### src/design/classifier_metric_accumulator_top_macros.svh
// assertion macros shared by the classifier metric accumulator rtl
// no dependencies; included by files that carry concurrent checks
`ifndef CLASSIFIER_METRIC_ACCUMULATOR_TOP_MACROS_SVH
`define CLASSIFIER_METRIC_ACCUMULATOR_TOP_MACROS_SVH
`ifndef ASSERT_OFF
`define CMA_ASSERT_IMPLY(label, clk, rst_n, ante, cons) \
	label: assert property (@(posedge clk) disable iff (!rst_n) (ante) |-> (cons)) \
	else $error("implication check failed");
`define CMA_ASSERT_NEXT(label, clk, rst_n, ante, cons) \
	label: assert property (@(posedge clk) disable iff (!rst_n) (ante) |=> (cons)) \
	else $error("next-cycle check failed");
`else
`define CMA_ASSERT_IMPLY(label, clk, rst_n, ante, cons)
`define CMA_ASSERT_NEXT(label, clk, rst_n, ante, cons)
`endif
`endif

### src/design/cma_pkg.sv
// constants, types and helpers for the classifier metric accumulator
// no dependencies; used by every module of the block
package cma_pkg;
	localparam int NUM_CLASSES = 16;
	localparam int CB          = 32;
	localparam int MAX_OUT     = 16;
	localparam int NUM_OUT     = (NUM_CLASSES > MAX_OUT) ? MAX_OUT : NUM_CLASSES;
	localparam int CLS_W       = $clog2(NUM_CLASSES);
	localparam int Q_W         = 17;
	localparam int FRAC_W      = 16;
	localparam int SUM_W       = CB + CLS_W;
	localparam int F1S_W       = Q_W + CLS_W;
	localparam int NV_W        = CLS_W + 1;
	localparam int DEN_W       = SUM_W;
	localparam int NUM_W       = (SUM_W > F1S_W) ? SUM_W : F1S_W;
	localparam int STEP_W      = $clog2(NUM_W + 1);

	typedef struct packed {
		logic             upd_rd;
		logic             wr;
		logic             in_range;
		logic [CLS_W-1:0] pred_idx;
		logic [CLS_W-1:0] act_idx;
		logic [CLS_W-1:0] cls_idx;
	} cnt_ctrl_t;

	typedef struct packed {
		logic             start;
		logic             int_mode;
		logic [NUM_W-1:0] num;
		logic [DEN_W-1:0] den;
	} div_req_t;

	function automatic logic [CB-1:0] sat_inc(input logic [CB-1:0] v);
		return (&v) ? v : v + CB'(1);
	endfunction
endpackage

### src/design/cma_counters.sv
// per-class predicted, correct and occurrence counters with saturating update
// depends on cma_pkg
module cma_counters (
	input  logic                    clk,
	input  logic                    arst_n,
	input  cma_pkg::cnt_ctrl_t      ctrl,
	output logic [cma_pkg::CB-1:0]  pred_cnt,
	output logic [cma_pkg::CB-1:0]  corr_cnt,
	output logic [cma_pkg::CB-1:0]  occ_cnt
);
	import cma_pkg::*;

	logic [CB-1:0]          pred_mem [NUM_CLASSES];
	logic [CB-1:0]          corr_mem [NUM_CLASSES];
	logic [CB-1:0]          occ_mem  [NUM_CLASSES];
	logic [NUM_CLASSES-1:0] pv_q, cv_q, ov_q;
	logic [CB-1:0]          pred_rd_q, corr_rd_q, occ_rd_q;
	logic [CLS_W-1:0]       rd_p, rd_a;
	logic                   wr_en, same;

	assign rd_p  = ctrl.upd_rd ? ctrl.pred_idx : ctrl.cls_idx;
	assign rd_a  = ctrl.upd_rd ? ctrl.act_idx : ctrl.cls_idx;
	assign wr_en = ctrl.wr && ctrl.in_range;
	assign same  = ctrl.pred_idx == ctrl.act_idx;

	// entry valid bits stand in for clearing the arrays
	always_ff @(posedge clk or negedge arst_n) begin
		if (!arst_n) begin
			pv_q <= '0;
			cv_q <= '0;
			ov_q <= '0;
		end else if (wr_en) begin
			pv_q[ctrl.pred_idx] <= 1'b1;
			ov_q[ctrl.act_idx]  <= 1'b1;
			if (same) begin
				cv_q[ctrl.pred_idx] <= 1'b1;
			end
		end
	end

	always_ff @(posedge clk) begin
		pred_rd_q <= pv_q[rd_p] ? pred_mem[rd_p] : '0;
		corr_rd_q <= cv_q[rd_p] ? corr_mem[rd_p] : '0;
		occ_rd_q  <= ov_q[rd_a] ? occ_mem[rd_a] : '0;
		if (wr_en) begin
			pred_mem[ctrl.pred_idx] <= sat_inc(pred_rd_q);
			occ_mem[ctrl.act_idx]   <= sat_inc(occ_rd_q);
			if (same) begin
				corr_mem[ctrl.pred_idx] <= sat_inc(corr_rd_q);
			end
		end
	end

	assign pred_cnt = pred_rd_q;
	assign corr_cnt = corr_rd_q;
	assign occ_cnt  = occ_rd_q;
endmodule

### src/design/cma_serial_div.sv
// bit-serial restoring divider, one quotient bit per cycle
// depends on cma_pkg; ratio mode gives num*2^16/den for num <= den
module cma_serial_div (
	input  logic                   clk,
	input  logic                   arst_n,
	input  cma_pkg::div_req_t      req,
	output logic                   busy,
	output logic                   done,
	output logic [cma_pkg::Q_W-1:0] quo
);
	import cma_pkg::*;

	logic               busy_q, done_q, first_q;
	logic [STEP_W-1:0]  cnt_q;
	logic [DEN_W:0]     rem_q, sh, diff;
	logic [NUM_W-1:0]   dvd_q;
	logic [DEN_W-1:0]   den_q;
	logic [Q_W-1:0]     quo_q;
	logic               ge;

	assign sh   = first_q ? rem_q : {rem_q[DEN_W-1:0], dvd_q[NUM_W-1]};
	assign diff = sh - {1'b0, den_q};
	assign ge   = sh >= {1'b0, den_q};

	always_ff @(posedge clk or negedge arst_n) begin
		if (!arst_n) begin
			busy_q <= 1'b0;
			done_q <= 1'b0;
			cnt_q  <= '0;
		end else begin
			done_q <= 1'b0;
			if (req.start) begin
				busy_q <= 1'b1;
				cnt_q  <= req.int_mode ? STEP_W'(NUM_W) : STEP_W'(Q_W);
			end else if (busy_q) begin
				cnt_q <= cnt_q - STEP_W'(1);
				if (cnt_q == STEP_W'(1)) begin
					busy_q <= 1'b0;
					done_q <= 1'b1;
				end
			end
		end
	end

	always_ff @(posedge clk) begin
		if (req.start) begin
			first_q <= !req.int_mode;
			rem_q   <= req.int_mode ? '0 : {1'b0, req.num[DEN_W-1:0]};
			dvd_q   <= req.int_mode ? req.num : '0;
			den_q   <= req.den;
			quo_q   <= '0;
		end else if (busy_q) begin
			first_q <= 1'b0;
			rem_q   <= ge ? diff : sh;
			dvd_q   <= {dvd_q[NUM_W-2:0], 1'b0};
			quo_q   <= {quo_q[Q_W-2:0], ge};
		end
	end

	assign busy = busy_q;
	assign done = done_q;
	assign quo  = quo_q;
endmodule

### src/design/classifier_metric_accumulator_top.sv
// top level of the classifier metric accumulator: sequencer, f1 store, output register
// depends on cma_pkg, cma_counters, cma_serial_div and the assertion macro header
//
// Each transfer on the s_ side carries one (predicted, actual) class pair. The block
// bumps three saturating per-class counters (predictions, correct predictions, true
// occurrences), then sends sixteen result transfers on the m_ side, class 0 first,
// with tlast on the last one. Every result holds that class's precision, recall and
// F1, plus the overall accuracy and the macro F1, all unsigned Q1.16 truncated; a
// ratio with a zero denominator (or an F1 with zero correct) reads as 0 with its ok
// flag low (accuracy has no flag). All divisions share one bit-serial divider that
// yields one quotient bit per clock while busy; a quotient is taken on its done flag.
// An item runs the counter update (read, then write), then for every class an F1
// division (skipped when its correct count is zero), then the accuracy and the
// macro average divisions, and then for every result a precision and a recall
// division (each skipped on a zero count) before the result is loaded into the
// output register, where it waits while the m_ side stalls. s_tready is high only
// while the sequencer is idle, so one pair is worked on at a time; the last result
// may still wait in the output register while the next pair is taken. Counters
// clear asynchronously on arst_n; there is no clearing pass.
module classifier_metric_accumulator_top (
	input  logic        clk,
	input  logic        arst_n,
	input  logic        s_tvalid,
	output logic        s_tready,
	input  logic [7:0]  s_tdata,  // predicted_class[3:0], actual_class[7:4]
	output logic        m_tvalid,
	input  logic        m_tready,
	// class_index[3:0], precision_q[20:4], precision_ok[21], recall_q[38:22],
	// recall_ok[39], f1_q[56:40], f1_ok[57], accuracy_q[74:58], macro_f1_q[91:75],
	// macro_f1_ok[92], zero fill[95:93]
	output logic [95:0] m_tdata,
	output logic        m_tlast   // last_class
);
	import cma_pkg::*;
	`include "classifier_metric_accumulator_top_macros.svh"

	// sequencer states
	localparam logic [4:0] ST_IDLE      = 5'd0;
	localparam logic [4:0] ST_UPD_RD    = 5'd1;
	localparam logic [4:0] ST_UPD_WR    = 5'd2;
	localparam logic [4:0] ST_F_RD      = 5'd3;
	localparam logic [4:0] ST_F_START   = 5'd4;
	localparam logic [4:0] ST_F_WAIT    = 5'd5;
	localparam logic [4:0] ST_F_NEXT    = 5'd6;
	localparam logic [4:0] ST_ACC_START = 5'd7;
	localparam logic [4:0] ST_ACC_WAIT  = 5'd8;
	localparam logic [4:0] ST_MAC_START = 5'd9;
	localparam logic [4:0] ST_MAC_WAIT  = 5'd10;
	localparam logic [4:0] ST_E_RD      = 5'd11;
	localparam logic [4:0] ST_P_START   = 5'd12;
	localparam logic [4:0] ST_P_WAIT    = 5'd13;
	localparam logic [4:0] ST_R_START   = 5'd14;
	localparam logic [4:0] ST_R_WAIT    = 5'd15;
	localparam logic [4:0] ST_OUT       = 5'd16;

	logic [4:0]             state_q, state_d;
	logic [3:0]             pred_q, act_q;
	logic [CLS_W-1:0]       cls_q;
	logic [SUM_W-1:0]       sum_c_q, sum_t_q;
	logic [F1S_W-1:0]       sum_f1_q;
	logic [NV_W-1:0]        nvalid_q;
	logic [Q_W-1:0]         acc_q, mf1_q, prec_q, rec_q;
	logic [Q_W-1:0]         f1_mem [NUM_CLASSES];
	logic [Q_W-1:0]         f1_rd_q;
	logic [NUM_CLASSES-1:0] f1ok_q;

	logic [CB-1:0]          pc, cc, tc;
	cnt_ctrl_t              cnt_ctrl;
	div_req_t               div_req;
	logic                   div_busy, div_done;
	logic [Q_W-1:0]         div_quo;

	logic                   m_tvalid_q;
	logic [95:0]            m_tdata_q;
	logic                   m_tlast_q;
	logic                   out_free, last_cls, cls_last_all;
	logic [CB:0]            f1_den, f1_num;

	assign s_tready     = state_q == ST_IDLE;
	assign out_free     = !m_tvalid_q || m_tready;
	assign last_cls     = cls_q == CLS_W'(NUM_OUT - 1);
	assign cls_last_all = cls_q == CLS_W'(NUM_CLASSES - 1);
	assign f1_den       = {1'b0, pc} + {1'b0, tc};
	assign f1_num       = {cc, 1'b0};

	// counter bank: update addresses only during the read half of the update
	always_comb begin
		cnt_ctrl.upd_rd   = state_q == ST_UPD_RD;
		cnt_ctrl.wr       = state_q == ST_UPD_WR;
		cnt_ctrl.in_range = (32'(pred_q) < NUM_CLASSES) && (32'(act_q) < NUM_CLASSES);
		cnt_ctrl.pred_idx = CLS_W'(pred_q);
		cnt_ctrl.act_idx  = CLS_W'(act_q);
		cnt_ctrl.cls_idx  = cls_q;
	end

	cma_counters u_counters (
		.clk      (clk),
		.arst_n   (arst_n),
		.ctrl     (cnt_ctrl),
		.pred_cnt (pc),
		.corr_cnt (cc),
		.occ_cnt  (tc)
	);

	// divider requests; num never exceeds den in ratio mode
	always_comb begin
		div_req = '0;
		case (state_q)
			ST_F_START: begin
				div_req.start = cc != '0;
				div_req.num   = NUM_W'(f1_num);
				div_req.den   = DEN_W'(f1_den);
			end
			ST_ACC_START: begin
				div_req.start = sum_t_q != '0;
				div_req.num   = NUM_W'(sum_c_q);
				div_req.den   = DEN_W'(sum_t_q);
			end
			ST_MAC_START: begin
				div_req.start    = nvalid_q != '0;
				div_req.int_mode = 1'b1;
				div_req.num      = NUM_W'(sum_f1_q);
				div_req.den      = DEN_W'(nvalid_q);
			end
			ST_P_START: begin
				div_req.start = pc != '0;
				div_req.num   = NUM_W'(cc);
				div_req.den   = DEN_W'(pc);
			end
			ST_R_START: begin
				div_req.start = tc != '0;
				div_req.num   = NUM_W'(cc);
				div_req.den   = DEN_W'(tc);
			end
			default: begin
				div_req = '0;
			end
		endcase
	end

	cma_serial_div u_div (
		.clk    (clk),
		.arst_n (arst_n),
		.req    (div_req),
		.busy   (div_busy),
		.done   (div_done),
		.quo    (div_quo)
	);

	// next state
	always_comb begin
		state_d = state_q;
		case (state_q)
			ST_IDLE:      if (s_tvalid) state_d = ST_UPD_RD;
			ST_UPD_RD:    state_d = ST_UPD_WR;
			ST_UPD_WR:    state_d = ST_F_RD;
			ST_F_RD:      state_d = ST_F_START;
			ST_F_START:   state_d = (cc != '0) ? ST_F_WAIT : ST_F_NEXT;
			ST_F_WAIT:    if (div_done) state_d = ST_F_NEXT;
			ST_F_NEXT:    state_d = cls_last_all ? ST_ACC_START : ST_F_RD;
			ST_ACC_START: state_d = (sum_t_q != '0) ? ST_ACC_WAIT : ST_MAC_START;
			ST_ACC_WAIT:  if (div_done) state_d = ST_MAC_START;
			ST_MAC_START: state_d = (nvalid_q != '0) ? ST_MAC_WAIT : ST_E_RD;
			ST_MAC_WAIT:  if (div_done) state_d = ST_E_RD;
			ST_E_RD:      state_d = ST_P_START;
			ST_P_START:   state_d = (pc != '0) ? ST_P_WAIT : ST_R_START;
			ST_P_WAIT:    if (div_done) state_d = ST_R_START;
			ST_R_START:   state_d = (tc != '0) ? ST_R_WAIT : ST_OUT;
			ST_R_WAIT:    if (div_done) state_d = ST_OUT;
			ST_OUT:       if (out_free) state_d = last_cls ? ST_IDLE : ST_E_RD;
			default:      state_d = ST_IDLE;
		endcase
	end

	// control state
	always_ff @(posedge clk or negedge arst_n) begin
		if (!arst_n) begin
			state_q    <= ST_IDLE;
			cls_q      <= '0;
			m_tvalid_q <= 1'b0;
			f1ok_q     <= '0;
		end else begin
			state_q <= state_d;
			case (state_q)
				ST_UPD_WR:    cls_q <= '0;
				ST_F_START:   f1ok_q[cls_q] <= cc != '0;
				ST_F_NEXT:    if (!cls_last_all) cls_q <= cls_q + CLS_W'(1);
				ST_MAC_START: if (nvalid_q == '0) cls_q <= '0;
				ST_MAC_WAIT:  if (div_done) cls_q <= '0;
				ST_OUT:       if (out_free && !last_cls) cls_q <= cls_q + CLS_W'(1);
				default:      cls_q <= cls_q;
			endcase
			// output register: a waiting result is held until its transfer
			if (state_q == ST_OUT && out_free) begin
				m_tvalid_q <= 1'b1;
			end else if (m_tready) begin
				m_tvalid_q <= 1'b0;
			end
		end
	end

	// datapath registers
	always_ff @(posedge clk) begin
		f1_rd_q <= f1_mem[cls_q];
		case (state_q)
			ST_IDLE: begin
				pred_q <= s_tdata[3:0];
				act_q  <= s_tdata[7:4];
			end
			ST_UPD_WR: begin
				sum_c_q  <= '0;
				sum_t_q  <= '0;
				sum_f1_q <= '0;
				nvalid_q <= '0;
			end
			ST_F_START: begin
				sum_c_q <= sum_c_q + SUM_W'(cc);
				sum_t_q <= sum_t_q + SUM_W'(tc);
			end
			ST_F_WAIT: begin
				if (div_done) begin
					f1_mem[cls_q] <= div_quo;
					sum_f1_q      <= sum_f1_q + F1S_W'(div_quo);
					nvalid_q      <= nvalid_q + NV_W'(1);
				end
			end
			ST_ACC_START: acc_q <= '0;
			ST_ACC_WAIT:  if (div_done) acc_q <= div_quo;
			ST_MAC_START: mf1_q <= '0;
			ST_MAC_WAIT:  if (div_done) mf1_q <= div_quo;
			ST_P_START:   prec_q <= '0;
			ST_P_WAIT:    if (div_done) prec_q <= div_quo;
			ST_R_START:   rec_q <= '0;
			ST_R_WAIT:    if (div_done) rec_q <= div_quo;
			ST_OUT: begin
				if (out_free) begin
					m_tdata_q <= {3'b000, nvalid_q != '0, mf1_q, acc_q,
						f1ok_q[cls_q], f1ok_q[cls_q] ? f1_rd_q : Q_W'(0),
						tc != '0, rec_q, pc != '0, prec_q, 4'(cls_q)};
					m_tlast_q <= last_cls;
				end
			end
			default: begin
				pred_q <= pred_q;
			end
		endcase
	end

	assign m_tvalid = m_tvalid_q;
	assign m_tdata  = m_tdata_q;
	assign m_tlast  = m_tlast_q;

	// a new division is only requested while the divider is free
	`CMA_ASSERT_IMPLY(a_div_free, clk, arst_n, div_req.start, !div_busy)
	// a finished quotient only arrives while the sequencer waits for it
	`CMA_ASSERT_IMPLY(a_done_wait, clk, arst_n, div_done,
		state_q == ST_F_WAIT || state_q == ST_ACC_WAIT || state_q == ST_MAC_WAIT ||
		state_q == ST_P_WAIT || state_q == ST_R_WAIT)
	// the divider is never left running once the sequencer is back to idle
	`CMA_ASSERT_IMPLY(a_idle_quiet, clk, arst_n, state_q == ST_IDLE, !div_busy)
	// taking a pair always starts the counter update
	`CMA_ASSERT_NEXT(a_accept_upd, clk, arst_n, s_tvalid && s_tready, state_q == ST_UPD_RD)
endmodule
### config.mk
export PLATFORM = sky130hd
export DESIGN_NAME = classifier_metric_accumulator_top
export DESIGN_NICKNAME = d
export VERILOG_FILES = /design/src/design/cma_pkg.sv /design/src/design/cma_counters.sv /design/src/design/cma_serial_div.sv /design/src/design/classifier_metric_accumulator_top.sv
export VERILOG_INCLUDE_DIRS = /design/src /design/src/design
export SDC_FILE = /design/constraint.sdc
export NUM_CORES = 2
export LEC_CHECK = 0
export BUFFER_PORTS_ARGS = -buffer_cell sky130_fd_sc_hd__buf_2
export CAP_MARGIN = 25
export CORE_MARGIN = 10
export CORE_UTILIZATION = 53
export CTS_BUF_LIST = sky130_fd_sc_hd__clkbuf_8
export DETAILED_ROUTE_END_ITERATION = 10
export PLACE_DENSITY_LB_ADDON = 0.15
export REMOVE_ABC_BUFFERS = 1
export SLEW_MARGIN = 10
export SYNTH_ARGS = -nofsm -noshare
export SYNTH_HDL_FRONTEND = slang
export SYNTH_SLANG_ARGS = --single-unit
### constraint.sdc
create_clock -name clk -period 17.4 [get_ports clk]
set_clock_uncertainty 0.2 [all_clocks]
set_input_delay 2.61 -clock clk [delete_from_list [all_inputs] [get_ports clk]]
set_output_delay 2.61 -clock clk [all_outputs]
set_load 0.01 [all_outputs]
* Yosys cells after proc, flatten, opt, wreduce, memory -nomap -nowiden
Memory sizes are Yosys's and may differ from the RTL's. A register that Yosys moved wholly into a read port is not among the register bits.
Cells that the tools add are included.
** Storage, ports and cells
- Memory bits (writable) :: 1808
- Memories kept :: 4
- Register bits after elaboration :: 477
- Word-level logic and storage cells :: 207
** Operators by class
- Multiplexer cells :: 83
- Equality and inequality tests :: 29
- Reduce and logical (&&, ||, !) cells :: 40
- Order comparisons :: 9
- Add/subtract/negate cells :: 11
- Bitwise operators :: 3
** Memories
- u_counters.corr_mem :: words 16, width 32, rd ports 1, clocked after Yosys merged registers in 1, write ports 1, RTL line cma_counters.sv:14 : logic [CB-1:0] corr_mem [NUM_CLASSES];
- u_counters.occ_mem :: words 16, width 32, rd ports 1, clocked after Yosys merged registers in 1, write ports 1, RTL line cma_counters.sv:15 : logic [CB-1:0] occ_mem [NUM_CLASSES];
- u_counters.pred_mem :: words 16, width 32, rd ports 1, clocked after Yosys merged registers in 1, write ports 1, RTL line cma_counters.sv:13 : logic [CB-1:0] pred_mem [NUM_CLASSES];
- f1_mem :: words 16, width 17, rd ports 1, clocked after Yosys merged registers in 1, write ports 1, RTL line classifier_metric_accumulator_top.sv:63 : logic [Q_W-1:0] f1_mem [NUM_CLASSES];
** Operators with widths (count)
- case mux 72 bit (5 select lines) :: 1
- 2-to-1 mux 37 bit :: 4
- 2-to-1 mux 36 bit :: 4
- case mux 36 bit (2 select lines) :: 2
- case mux 17 bit (2 select lines) :: 4
- adder 32 x 1 -> 32 bit (second input constant) :: 3
- 2-to-1 mux 32 bit :: 3
- AND reduction 32 bit :: 3
- nonzero test 32 bit :: 3
- case mux 5 bit (17 select lines) :: 1
- adder 36 x 32 -> 36 bit :: 2
- bitwise OR 16 bit :: 3
- 2-to-1 mux 5 bit :: 9
- case mux 21 bit (2 select lines) :: 1
- equality test 5 x 4 -> 1 bit (second input constant) :: 8
- >= comparator 37 x 36 -> 1 bit :: 1
- subtractor 37 x 36 -> 37 bit :: 1
- nonzero test 36 bit :: 1
- adder 32 x 32 -> 33 bit :: 1
- 2-to-1 mux 1 bit :: 28
- 2-to-1 mux 4 bit :: 7
- less-than comparator 4 x 5 -> 1 bit (second input constant) :: 5
- adder 21 x 17 -> 21 bit :: 1
- 2-to-1 mux 21 bit :: 1
- other kinds (32) :: 78

* Logic depth before layout (Yosys ltp)
- Word-level depth :: 5
- Depth in mapped cells :: 17
- Depth with buffers taken out :: 14

* Hierarchy
A second synthesis with hierarchy kept.
** Second synthesis, totals
- Cells, all modules :: 5986
- Area, all modules :: 101665.0 µm²
** Modules (own cells, without submodules)
- cma_counters :: times used 1, area each 63921.3 µm², seq. area each 49247.2 µm², cells an instance 2984
- classifier_metric_accumulator_top :: times used 1, area each 29643.4 µm², seq. area each 17206.5 µm², cells an instance 2250
- cma_serial_div :: times used 1, area each 8100.3 µm², seq. area each 3843.7 µm², cells an instance 752

* Worst setup path before layout
No wires, ideal clock.
- Path type :: in2reg
- Start :: input m_tready
- End :: register m_tdata_q[0] (netlist: m_tdata[0]) (enable)
- Buffers on the path :: 0
- Cell stages on the path :: 2
- Slack :: 9725 ps
- Data required time :: 16643 ps
- Data arrival time :: 6917 ps
- Path through :: nand2b_1 nor2b_1
** Between the ends
- Cells in the longest elaborated chain, start to end :: 2
** Ends and longest elaborated chain
- start, declared :: RTL line classifier_metric_accumulator_top.sv:27 : input logic m_tready,
- logical OR 1 bit :: RTL line classifier_metric_accumulator_top.sv:80 : assign out_free = !m_tvalid_q || m_tready;
- AND reduction 2 bit (no line)
- end signal, assigned :: RTL line classifier_metric_accumulator_top.sv:237 : m_tdata_q <= {3'b000, nvalid_q != '0, mf1_q, acc_q,
- end, declared :: RTL line classifier_metric_accumulator_top.sv:74 : logic [95:0] m_tdata_q;
No other way between the ends.
A chain may end at the register's enable or synchronous reset.

* Worst setup path after layout
- Start :: register state_q[0]
- End :: register u_counters.corr_rd_q[2] (netlist: u_counters.corr_cnt[2]), read port of u_counters.corr_mem
** Between the ends
- Cells in the longest elaborated chain, start to end :: 5
** Ends and longest elaborated chain
- start, declared :: RTL line classifier_metric_accumulator_top.sv:56 : logic [4:0] state_q, state_d;
- start signal, assigned :: RTL line classifier_metric_accumulator_top.sv:183 : state_q <= state_d;
- equality test 5 x 1 -> 1 bit (*) :: RTL line classifier_metric_accumulator_top.sv:88 : cnt_ctrl.upd_rd = state_q == ST_UPD_RD;
- 2-to-1 mux 4 bit (*) :: RTL line cma_counters.sv:21 : assign rd_p = ctrl.upd_rd ? ctrl.pred_idx : ctrl.cls_idx;
- binary-select mux 1 bit (select 4 bit) :: RTL line cma_counters.sv:43 : corr_rd_q <= cv_q[rd_p] ? corr_mem[rd_p] : '0;
- 2-to-1 mux 1 bit (not written as such) :: RTL line cma_counters.sv:43
- zero test 1 bit (no line)
- end, declared :: RTL line cma_counters.sv:17 : logic [CB-1:0] pred_rd_q, corr_rd_q, occ_rd_q;
Every way passes the cells marked *; elsewhere a longest branch is shown, timed or not. The select of a mux whose other input is x is not followed.

==> metrics.txt <==
# TYPE chip_impl_metric gauge
chip_impl_info{name="status",value="finished clean"} 1
chip_impl_info{name="startpoint_type",value="register"} 1
chip_impl_info{name="clock_tree.root_cell",value="clkbuf_8"} 1
chip_impl_metric{name="syn_to_final_growth",unit="%"} 11.7
chip_impl_metric{name="share_clk_of_total_power",unit=""} 0.247
chip_impl_metric{name="synth.lib_cells_used.distinct",unit=""} 92
chip_impl_metric{name="cts.reportedPaths.clkPinSlew",unit="ns"} 0.06
chip_impl_info{name="cp_cell_sequence",value="nor2b_2, and2_4, nand2_4, mux2_8, buf_4, buf_4, buf_4, nand2_1, and3_1, a311oi_1, a311oi_1, nor3b_1"} 1
chip_impl_metric{name="timing.final.max_slew_violations",unit=""} 0
chip_impl_metric{name="detail_route.vias_per_cell",unit=""} 6.11
chip_impl_metric{name="synth.cell_area",unit="sq um"} 103000
chip_impl_metric{name="portBuffers",unit=""} 107
chip_impl_metric{name="max_stage_delay",unit="ns"} 0.81
chip_impl_info{name="timing_worst_setup_path_type",value="register to register"} 1
chip_impl_metric{name="maximum_number_of_pins_on_one_net_before_global_route_repair",unit=""} 205
chip_impl_metric{name="gp_congestion",unit=""} 0.895
chip_impl_metric{name="initial_antenna_violation_count",unit=""} 7
chip_impl_info{name="hold_path.class",value="register to register"} 1
chip_impl_metric{name="tritoncts_buffers",unit=""} 396
chip_impl_metric{name="cp.buffers_inverters",unit=""} 3
chip_impl_metric{name="combPwrFrac",unit=""} 0.340
chip_impl_metric{name="pwr_density_cell",unit="nW/um^2"} 165
chip_impl_metric{name="placeableCoreArea",unit="sq um"} 193000
chip_impl_metric{name="detail_route.drc_violations",unit=""} 0
chip_impl_metric{name="placementRows",unit=""} 161
chip_impl_metric{name="dr.pass1.iters",unit=""} 9
chip_impl_metric{name="ctsHtreeMaxLevel",unit=""} 5
chip_impl_metric{name="globalRoute.totalOverflow",unit=""} 0
chip_impl_metric{name="timing.setup.tns",unit="ns"} 0
chip_impl_info{name="setup_repair_after_global_routing_missed_its_margin",value="no"} 1
chip_impl_metric{name="cts_num_sinks",unit=""} 2398
chip_impl_metric{name="fin_hold_ws",unit="ns"} 0.211
chip_impl_metric{name="share_seq_of_total_power",unit=""} 0.413
chip_impl_metric{name="ant_nets",unit=""} 0
chip_impl_metric{name="synth_enable_flop_cells",unit=""} 2186
chip_impl_metric{name="pin_count",unit=""} 111
chip_impl_metric{name="netlist_instances",unit=""} 7904
chip_impl_metric{name="final_area",unit="sq um"} 115000
chip_impl_info{name="synth_flop_cell",value="edfxtp_1"} 1
chip_impl_metric{name="setup_viol",unit=""} 0
chip_impl_metric{name="cts_resized",unit=""} 0
chip_impl_metric{name="global_route_wire_length_before_repair",unit="microns"} 405000
chip_impl_info{name="cts_tree",value="done"} 1
chip_impl_metric{name="max_slew_margin",unit=""} 0.260
chip_impl_metric{name="number_of_max_capacitance_violations_reported",unit=""} 0
chip_impl_metric{name="timing.critical_path.arrival",unit="ns"} 6.58
chip_impl_metric{name="ys_async_sr_fraction",unit=""} 0.0342
chip_impl_metric{name="clockBufferDepth",unit=""} 4
chip_impl_metric{name="final.min_clock_period",unit="ns"} 5.81
chip_impl_metric{name="cts_setup_buffers",unit=""} 0
chip_impl_metric{name="place_area",unit="sq um"} 107000
chip_impl_metric{name="fmax",unit="MHz"} 172
chip_impl_metric{name="num_vias",unit=""} 67500
chip_impl_metric{name="dp.final_hpwl",unit="microns"} 148000
chip_impl_metric{name="post-route-period-util",unit=""} 0.334
chip_impl_metric{name="yosys_warnings",unit=""} 0
chip_impl_metric{name="regToRegSetupSlack",unit="ns"} 11.59
chip_impl_metric{name="finish.net_count",unit=""} 8383
chip_impl_metric{name="seq_area_frac_synth",unit=""} 0.681
chip_impl_metric{name="via_count_of_the_first_global_routing_pass",unit=""} 64900
chip_impl_metric{name="hold_buffers",unit=""} 0
chip_impl_info{name="path_delay_family",value="buffers and inverters"} 1
chip_impl_metric{name="power.internal",unit="mW"} 12.1
chip_impl_info{name="crit_top_cell",value="buf_4"} 1
chip_impl_metric{name="fill_cells",unit=""} 15100
chip_impl_metric{name="timing.critical_path.fanout_max",unit=""} 86
chip_impl_metric{name="worst_pin_slew",unit="ns"} 1.09
chip_impl_metric{name="die_width",unit="microns"} 461
chip_impl_metric{name="power.switching",unit="mW"} 6.88
chip_impl_metric{name="yosys_register_bits",unit=""} 2398
chip_impl_metric{name="initial_core_util",unit=""} 0.535
chip_impl_info{name="critPathSlowestCell",value="buf_4"} 1
chip_impl_metric{name="grt_use_total",unit=""} 0.248
chip_impl_metric{name="detail_route.wl_per_cell",unit="microns"} 24.6
chip_impl_metric{name="peakVddDrop",unit="V"} 0.000162
chip_impl_metric{name="worstPathRequired",unit="ns"} 18.17
chip_impl_metric{name="final-hold-violation-count",unit=""} 0
chip_impl_metric{name="worst_skew_pair.late_latency",unit="ns"} 1.10
chip_impl_metric{name="power.static_leakage",unit="nW"} 41.9
chip_impl_metric{name="post-route-worst-setup-slack",unit="ns"} 11.59
chip_impl_metric{name="power.total",unit="mW"} 19.0
chip_impl_metric{name="drt_first_iter_violations",unit=""} 7870
chip_impl_metric{name="wl",unit="microns"} 272000
chip_impl_metric{name="place_worst_setup_slack",unit="ns"} 11.62
chip_impl_metric{name="layout-drive-gt1-share",unit=""} 0.142
chip_impl_metric{name="syn_avg_cell_area",unit="sq um"} 13.1
chip_impl_info{name="critPathCaptureType",value="register"} 1
chip_impl_metric{name="power_switching_share",unit=""} 0.362
chip_impl_metric{name="dieArea",unit="sq um"} 213000
chip_impl_metric{name="floorplan.die.height",unit="microns"} 461
logic make-up after synthesis:
logic type               Yosys count  synth area share
XOR/XNOR                         220            0.0187
adder cells (fa/ha/maj)          169            0.0209
other                              1         0.0000364
multiplexers                     213            0.0344
buffers and inverters            583            0.0235
AO/OA/AOI/OAI                   1051            0.0756
AND/OR/NAND/NOR                 3269             0.146
flip-flops                      2398             0.681
metal layers:
metal,track usage,share of wire,up-vias
met3,0.0376,0.081,596
met2,0.379,0.45,2986
li1,-,-,30300
met4,0.0947,0.035,0
met5,0,0,-
met1,0.360,0.43,33700
worst paths after layout:
| kind | cells after the start | from | end |
|---|---|---|---|
| max reg2reg | 12 | state_q[0]$_DFFE_PN0P_ | u_counters.corr_cnt[2]$_SDFF_PN0_ |
| min reg2reg | 0 | prec_q[15]$_SDFFCE_PN0P_ | m_tdata[19]$_DFFE_PP_ |
| max in group asynchronous | 2 | arst_n | cls_q[1]$_DFFE_PN0P_ |
| max | 12 | state_q[0]$_DFFE_PN0P_ | u_counters.corr_cnt[2]$_SDFF_PN0_ |
| min | 0 | prec_q[15]$_SDFFCE_PN0P_ | m_tdata[19]$_DFFE_PP_ |
| min in group asynchronous | 1 | arst_n | u_counters.pv_q[10]$_DFFE_PN0P_ |
flip-flops by register name, summed over array words and instances, names as in the netlist, 17 cells and up:
| name | flops |
|---|---|
| u_div.dvd_q | 36 |
| sum_t_q | 36 |
| f1_rd_q | 17 |
| mf1_q | 17 |
| u_counters.corr_cnt | 32 |
| rec_q | 17 |
| u_counters.pred_cnt | 32 |
| u_counters.occ_cnt | 32 |
| u_div.quo | 17 |
| u_counters.occ_mem | 512 |
| u_counters.pred_mem | 512 |
| prec_q | 17 |
| u_div.den_q | 36 |
| sum_f1_q | 21 |
| u_div.rem_q | 37 |
| f1_mem | 272 |
| sum_c_q | 36 |
| m_tdata | 93 |
| acc_q | 17 |
| u_counters.corr_mem | 512 |
worst reg2reg max path, stage by stage, from the launching register on:
cell      delay (ns)
dfrtp_1         0.61
nor2b_2         0.30
and2_4          0.21
nand2_4         0.28
mux2_8          0.76
buf_4           0.75
buf_4           0.80
buf_4           0.83
nand2_1         0.17
and3_1          0.21
a311oi_1        0.30
a311oi_1        0.09
nor3b_1         0.21
stage by stage:
step	instances	util
after floorplan	7436	-
after global placement	10200	0.553
after detailed placement	10300	0.554
after CTS	11000	0.593
after global routing	11000	0.597
final	11100	0.597
power by group through the flow:
stage	logic [mW]	clock network (mW)	registers, mW
2_1_floorplan	4.71	0	7.84
3_3_place_gp	6.13	0	7.98
3_5_place_dp	6.24	0	7.99
4_1_cts	6.27	4.77	7.88
5_1_grt	7.07	5.04	7.90
6_report	6.46	4.69	7.86
area by class of cell:
cell class	instances	area [sq um]	area share
diodes	7	17.5	0.000152
inverters	113	424	0.00368
flip-flops and latches	2398	70300	0.610
multi-input cells	4925	31100	0.270
clock buffers	445	6120	0.0532
clock inverters	268	1360	0.0118
well taps	2526	3160	0.0274
repair buffers	368	2700	0.0234
synth_stat cells (40+ instances only):
cell type,instances,share of area
nand2_1,1738,0.063
mux2_2,58,0.0063
a311oi_1,385,0.033
xor2_1,85,0.0072
clkbuf_1,279,0.010
a21oi_1,170,0.0082
nand3_1,488,0.024
edfxtp_1,2186,0.64
dfxtp_1,130,0.025
and3_1,259,0.016
dfrtp_1,82,0.020
a21o_1,61,0.0044
nor3_1,63,0.0031
nor3b_1,103,0.0075
mux4_2,102,0.022
a22oi_1,49,0.0036
ha_1,164,0.020
nor2_1,260,0.0095
buf_1,40,0.0015
or2_2,55,0.0033
and2_1,86,0.0052
buf_2,139,0.0067
mux2i_1,46,0.0045
o21ai_0,145,0.0070
nand4_1,44,0.0027
xnor2_1,135,0.011
inv_1,111,0.0040
cell usage in the layout (no fill, tap or decap), types with 31 or more instances in the layout:
cell type / Yosys / final
xnor2_1: 135 / 125
a22oi_1: 49 / 49
clkbuf_4: 0 / 33
and2_1: 86 / 86
nand2_1: 1738 / 1735
xor2_1: 85 / 85
dfxtp_1: 130 / 130
nand3_1: 488 / 488
nor2b_1: 32 / 31
a222oi_1: 39 / 39
nor3b_1: 103 / 103
clkinv_2: 0 / 40
buf_4: 7 / 211
nor3_1: 63 / 41
clkbuf_8: 0 / 445
nand2b_1: 39 / 39
nor4_1: 37 / 37
a21o_1: 61 / 61
buf_2: 139 / 108
and3_1: 259 / 259
or2_2: 55 / 55
mux4_2: 102 / 102
mux2i_1: 46 / 44
nor2_4: 1 / 38
nand4_1: 44 / 44
clkinv_1: 0 / 60
edfxtp_1: 2186 / 2186
a21oi_1: 170 / 170
nor2_1: 260 / 210
a311oi_1: 385 / 385
inv_1: 111 / 261
dfrtp_1: 82 / 78
ha_1: 164 / 164
o21ai_0: 145 / 144
mux2_2: 58 / 54
Note: power is estimated with default switching activity, not from simulation.
